<file path="config.mk">
export PLATFORM = sky130hd
export DESIGN_NAME = pib_range_check
export DESIGN_NICKNAME = d
export VERILOG_FILES = /design/src/hdl/point_in_box_assigner_core_macros.svh /design/src/hdl/pib_pkg.sv /design/src/hdl/pib_range_check.sv
export SDC_FILE = /design/constraint.sdc
export NUM_CORES = 1
export LEC_CHECK = 0
export BUFFER_PORTS_ARGS = -buffer_cell sky130_fd_sc_hd__buf_4
export CORE_MARGIN = 5
export CORE_UTILIZATION = 42
export DETAILED_ROUTE_END_ITERATION = 12
export PLACE_DENSITY = 0.81
export SYNTH_ARGS = -nofsm -noshare
export SYNTH_HDL_FRONTEND = slang
export SYNTH_SLANG_ARGS = --single-unit
</file>
<file path="constraint.sdc">
create_clock -name vclk -period 2.2
set_input_delay 0.33 -clock vclk [all_inputs]
set_output_delay 0.33 -clock vclk [all_outputs]
set_load 0.1 [all_outputs]
</file>
<file path="src/hdl/point_in_box_assigner_core_macros.svh">
// Assertion macros shared by the point-in-box assigner RTL.
`ifndef POINT_IN_BOX_ASSIGNER_CORE_MACROS_SVH
`define POINT_IN_BOX_ASSIGNER_CORE_MACROS_SVH

// Same-cycle implication, disabled while reset is asserted.
`define PIB_ASSERT_IMPLY(label, clk, rst_n, ante, cons, msg) \
    label: assert property (@(posedge clk) disable iff (!rst_n) (ante) |-> (cons)) \
        else $error(msg);

// Next-cycle implication, disabled while reset is asserted.
`define PIB_ASSERT_NEXT(label, clk, rst_n, ante, cons, msg) \
    label: assert property (@(posedge clk) disable iff (!rst_n) (ante) |=> (cons)) \
        else $error(msg);

`endif

</file>
<file path="src/hdl/pib_pkg.sv">
// Shared constants and types of the point-in-box assigner.
package pib_pkg;

    localparam int MAX_POINTS_DEF   = 64;
    localparam int COORD_WIDTH_DEF  = 32;
    localparam int MAX_ELEMENTS_DEF = 1048576;

    localparam int INDEX_W    = 6;
    localparam int ELEM_W     = 20;
    localparam int KIND_W     = 8;
    localparam int ACTIVE_W   = 7;
    localparam int ELEM_CMP_W = 25;

    localparam int KIND_LIMIT = 30;

    localparam int APB_DATA_W = 32;
    localparam int PADDR_W    = 3;
    localparam int REG_IDX_W  = 1;

    localparam logic [REG_IDX_W-1:0] REG_ACTIVE_POINTS = 1'b0;

    localparam logic ACTION_LOAD = 1'b0;
    localparam logic ACTION_TEST = 1'b1;

    typedef struct packed {
        logic we;
        logic re;
    } pib_mem_ctl_t;

endpackage

</file>
<file path="src/hdl/pib_range_check.sv">
// Inclusive three-axis signed containment test of one point against a box.
module pib_range_check #(
    parameter int COORD_WIDTH = pib_pkg::COORD_WIDTH_DEF
) (
    input  logic [3*COORD_WIDTH-1:0] point,
    input  logic [3*COORD_WIDTH-1:0] box_low,
    input  logic [3*COORD_WIDTH-1:0] box_high,
    output logic                     in_box
);
    import pib_pkg::*;

    logic [2:0] axis_ok;

    for (genvar a = 0; a < 3; a++)
    begin : g_axis
        assign axis_ok[a] =
            ($signed(box_low[a*COORD_WIDTH +: COORD_WIDTH]) <=
             $signed(point[a*COORD_WIDTH +: COORD_WIDTH])) &&
            ($signed(point[a*COORD_WIDTH +: COORD_WIDTH]) <=
             $signed(box_high[a*COORD_WIDTH +: COORD_WIDTH]));
    end

    assign in_box = &axis_ok;

endmodule

</file>
# Word-level counts from Yosys, hierarchy flattened
# Index checks and enable logic that the tools add are counted.
[totals]
reg_bits = 0
output_inout_bits = 1
elab_cells = 10
[op_classes]
order_cmp = 6
n_reduce_logical = 4
[op_table]
columns = ["operator", "count"]
rows = [
  ["32-bit less-or-equal comparator", 6],
  ["1-bit logical AND", 3],
  ["3-bit AND reduction", 1],
]

# Logic depth before layout (Yosys ltp)
[logic_depth]
depth_word = 3
mapped_depth = 10
ltp_nobuf = 10

# Worst setup path before layout
# No wires, ideal clock.
[synth_timing]
kind = "in2out"
start = "input port point[46]"
end = "output port in_box"
arrival_ns = 2.632
required_ns = 1.870
setup_slack_ns = -0.762
cell_stages = 10
path_buffers = 0
cell_sequence = "inv_1 > ha_1 > a21oi_1 > nand2_1 > a21o_1 > o41ai_1 > o2111ai_1 > mux2i_1 > nor4_2 > o211a_1"
[synth_between]
elab_chain_len = 3
word_cells_on_any_way = 4
classes_between = "order compare (2); reduce/logical (2)"
[synth_rtl]
columns = ["element", "line_no", "rtl"]
rows = [
  ["start, declared", "pib_range_check.sv:5", "input logic [3*COORD_WIDTH-1:0] point,"],
  ["32-bit less-or-equal comparator (on tied branches)", "pib_range_check.sv:17, pib_range_check.sv:19", ""],
  ["1-bit logical AND (*)", "pib_range_check.sv:18", "$signed(point[a*COORD_WIDTH +: COORD_WIDTH])) &&"],
  ["3-bit AND reduction (*)", "pib_range_check.sv:23", "assign in_box = &axis_ok;"],
  ["end, declared", "pib_range_check.sv:8", "output logic in_box"],
]
# Every way passes the cells marked *; elsewhere a longest branch is shown, timed or not.

# Worst setup path in the final report
[layout_timing]
start = "input port point[57]"
end = "output port in_box"
# Same word-level chain as after synthesis.

==> results.py <==
metrics = {
    "worst_setup_path": {
        "path_class": "input pin to output pin",
        "crit_arrival_ns": 2.54,
        "startpoint_type": "input pin",
        "cp_data_required_time_ns": 1.87,
        "crit_fanout": 2,
        "cp-end-kind": "output pin",
    },
    "sta": {
        "grt_setup_unrepaired": "yes",
        "slew_viol_final": 0,
        "setup_viol": 1,
        "worst_slack_ns": -0.673,
        "max_freq_mhz": 348,
        "finalCritPeriodShare": 1.31,
        "worstMarginPinSlew_ns": 0.346,
        "max-slew-margin-rel": 0.763,
        "hold_violations": 0,
        "min_period_ns": 2.87,
    },
    "drt": {
        "dr.pass1.iters": 5,
        "vias": 6236,
        "drt_iter0_markers": 178,
        "drcViolationCount": 0,
        "routed_wl_um": 19200,
        "ant_nets": 0,
        "drt-vias-per-instance": 5.20,
        "wl_per_cell_um": 16.0,
    },
    "hold_path": {
        "holdCritPathClass": "input pin to output pin",
    },
    "clock_tree": {
        "cts-hold-fix-buffers": 0,
    },
    "final_layout": {
        "drive_gt1_frac": 0.441,
        "register_area_um2": 0,
        "num_antenna_cells": 0,
        "design.seq.count": 0,
        "nets": 1538,
        "clock_buffers": 0,
        "final_util": 0.749,
        "area_growth_pct": 74.9,
    },
    "synthesis": {
        "synth_top_family_by_area": "adder cells",
        "yosysWarnings": 0,
        "yosysTopAreaCell": "ha_1",
        "yosysSeqAreaShare": 0,
        "synth_fa_ha_area_frac": 0.493,
        "ys_top_cells_by_area": "ha_1 49%, inv_1 15%, a21oi_1 6.0%, a21o_1 5.2%, nand4_1 5.0%",
        "netlist.area_leader.share": 0.493,
        "synthMuxAreaShare": 0.00411,
        "netlist_area_mm2": 0.00487,
        "synth_compound_area_frac": 0.199,
        "postSynthAreaPerCell_um2": 7.22,
        "syn_nets": 1154,
        "synth_cells": 674,
        "yosysUniqueCellTypes": 39,
        "synth_simple_gate_area_frac": 0.150,
        "synth_xor_area_frac": 0.00180,
    },
    "run_status": {
        "outcome": "finished with violations",
        "failed_checks": "negative setup slack",
    },
    "floorplanning": {
        "die_h_um": 118,
        "ios": 289,
        "coreArea_mm2": 0.0114,
        "die_area_mm2": 0.0138,
        "die_width_um": 118,
        "start_util": 0.428,
        "rows": 39,
    },
    "placement": {
        "globalplace.congestion": 0.915,
        "port_buffers": 289,
        "dpl.hpwl_um": 16800,
        "place_ws_ns": -0.878,
    },
    "global_routing": {
        "grt_pass1_wl_um": 29600,
        "grt_pass1_vias": 6531,
        "grt_max_degree": 4,
        "grt-ovfl-total": 0,
        "antenna_found_initial": 1,
        "grt_usage": 0.249,
    },
    "job": {
        "max_cap_viol_count": 0,
    },
    "pwr": {
        "peakVddDrop_uv": 116,
        "power_w": 0.00155,
        "power_density_mw_per_mm2": 182,
        "leakage_nw": 5.06,
    },
}
==> per-layer routing <==
layer | up-vias | routed length, um | global-route usage
met5 | - | 20 | 0
met4 | 2 | 776 | 0.0789
met3 | 58 | 1290 | 0.0529
met2 | 212 | 9850 | 0.477
met1 | 2824 | 7270 | 0.270
li1 | 3140 | - | -
==> cells in the final DEF (no fill, tap or decap), drive strengths merged, types with 2 or more instances in the layout <==
cell	synthesis	layout
buf	0	382
inv	197	197
ha	192	192
a21oi	58	58
nand4	39	39
a21o	34	34
nand2	23	23
nand3	22	22
o21ai	19	19
nor2	12	12
and4	8	8
a211oi	7	7
nor3	7	7
o211ai	6	6
nor2b	5	5
nor4	5	5
a221oi	4	4
a21boi	4	4
o21a	3	3
a2111oi	3	3
and2	3	3
nand2b	2	2
a221o	2	2
o22ai	2	2
o41ai	2	2
o31ai	2	2
o2111ai	2	2
mux2i	2	2
==> per-stage QoR <==
step | hold slack, ns | TNS, ns | instances | cell area (um^2)
floorplan | 1.23 | -0.374 | 674 | 4980
global placement | 1.54 | -0.895 | 1195 | 8000
detailed placement | 1.57 | -0.878 | 1195 | 8000
CTS | 1.53 | -0.620 | 1198 | 8260
global route | 1.56 | -0.783 | 1199 | 8520
finish | 1.54 | -0.673 | 1199 | 8520
==> Yosys cell counts <==
master	number
a2111oi_0	3
a211oi_1	7
a21boi_0	4
a21o_1	34
a21oi_1	58
a221o_1	2
a221oi_1	3
a221oi_2	1
a31oi_1	1
and2_0	2
and2_1	1
and3_1	1
and4_1	8
and4bb_2	1
ha_1	192
inv_1	197
mux2i_1	2
nand2_1	23
nand2b_1	2
nand3_1	22
nand4_1	39
nand4b_1	1
nor2_1	12
nor2b_1	5
nor3_1	7
nor4_1	4
nor4_2	1
o2111ai_1	2
o211a_1	1
o211ai_1	6
o21a_1	3
o21ai_0	19
o22ai_1	2
o31ai_1	2
o32a_1	1
o41ai_1	2
or2_2	1
or3_1	1
xor2_1	1
==> what timing repair did <==
action                     4_1_cts  5_1_grt
setup buffers                    3        1
pin swaps                       32       31
resized for setup               40       53
setup endpoints to repair        1        1
==> cell type report <==
type	instances	area, um^2
inverters	197	769
multi-input cells	477	4640
fillers	839	2850
repair buffers	382	2930
well taps	143	179
==> cell families after synthesis <==
family          after synthesis
simple gates                131
compound gates              151
mux                           2
buf+inv                     197
fa+ha+maj                   192
xor+xnor                      1
==> critical path: stages <==
cell	delay [ns]
buf_6	0.10
ha_4	0.23
a21o_1	0.15
a221o_1	0.35
a221oi_2	0.31
o211ai_1	0.16
and3_1	0.23
nor4_4	0.30
o211a_4	0.21
buf_12	0.17
==> worst paths after layout <==
check | startpoint | endpoint | slack, ns | depth (start not counted)
worst max-delay path | point[57] | in_box | -0.67 | 10
worst min-delay path | box_low[94] | in_box | 1.54 | 7
==> where the power goes <==
group | switching [W] | internal [W] | leakage, nW
Clock | 0 | 0 | 0
Sequential | 0 | 0 | 0
Combinational | 0.000658 | 0.000891 | 5.06
No activity file was read; power rests on OpenSTA's default activity.
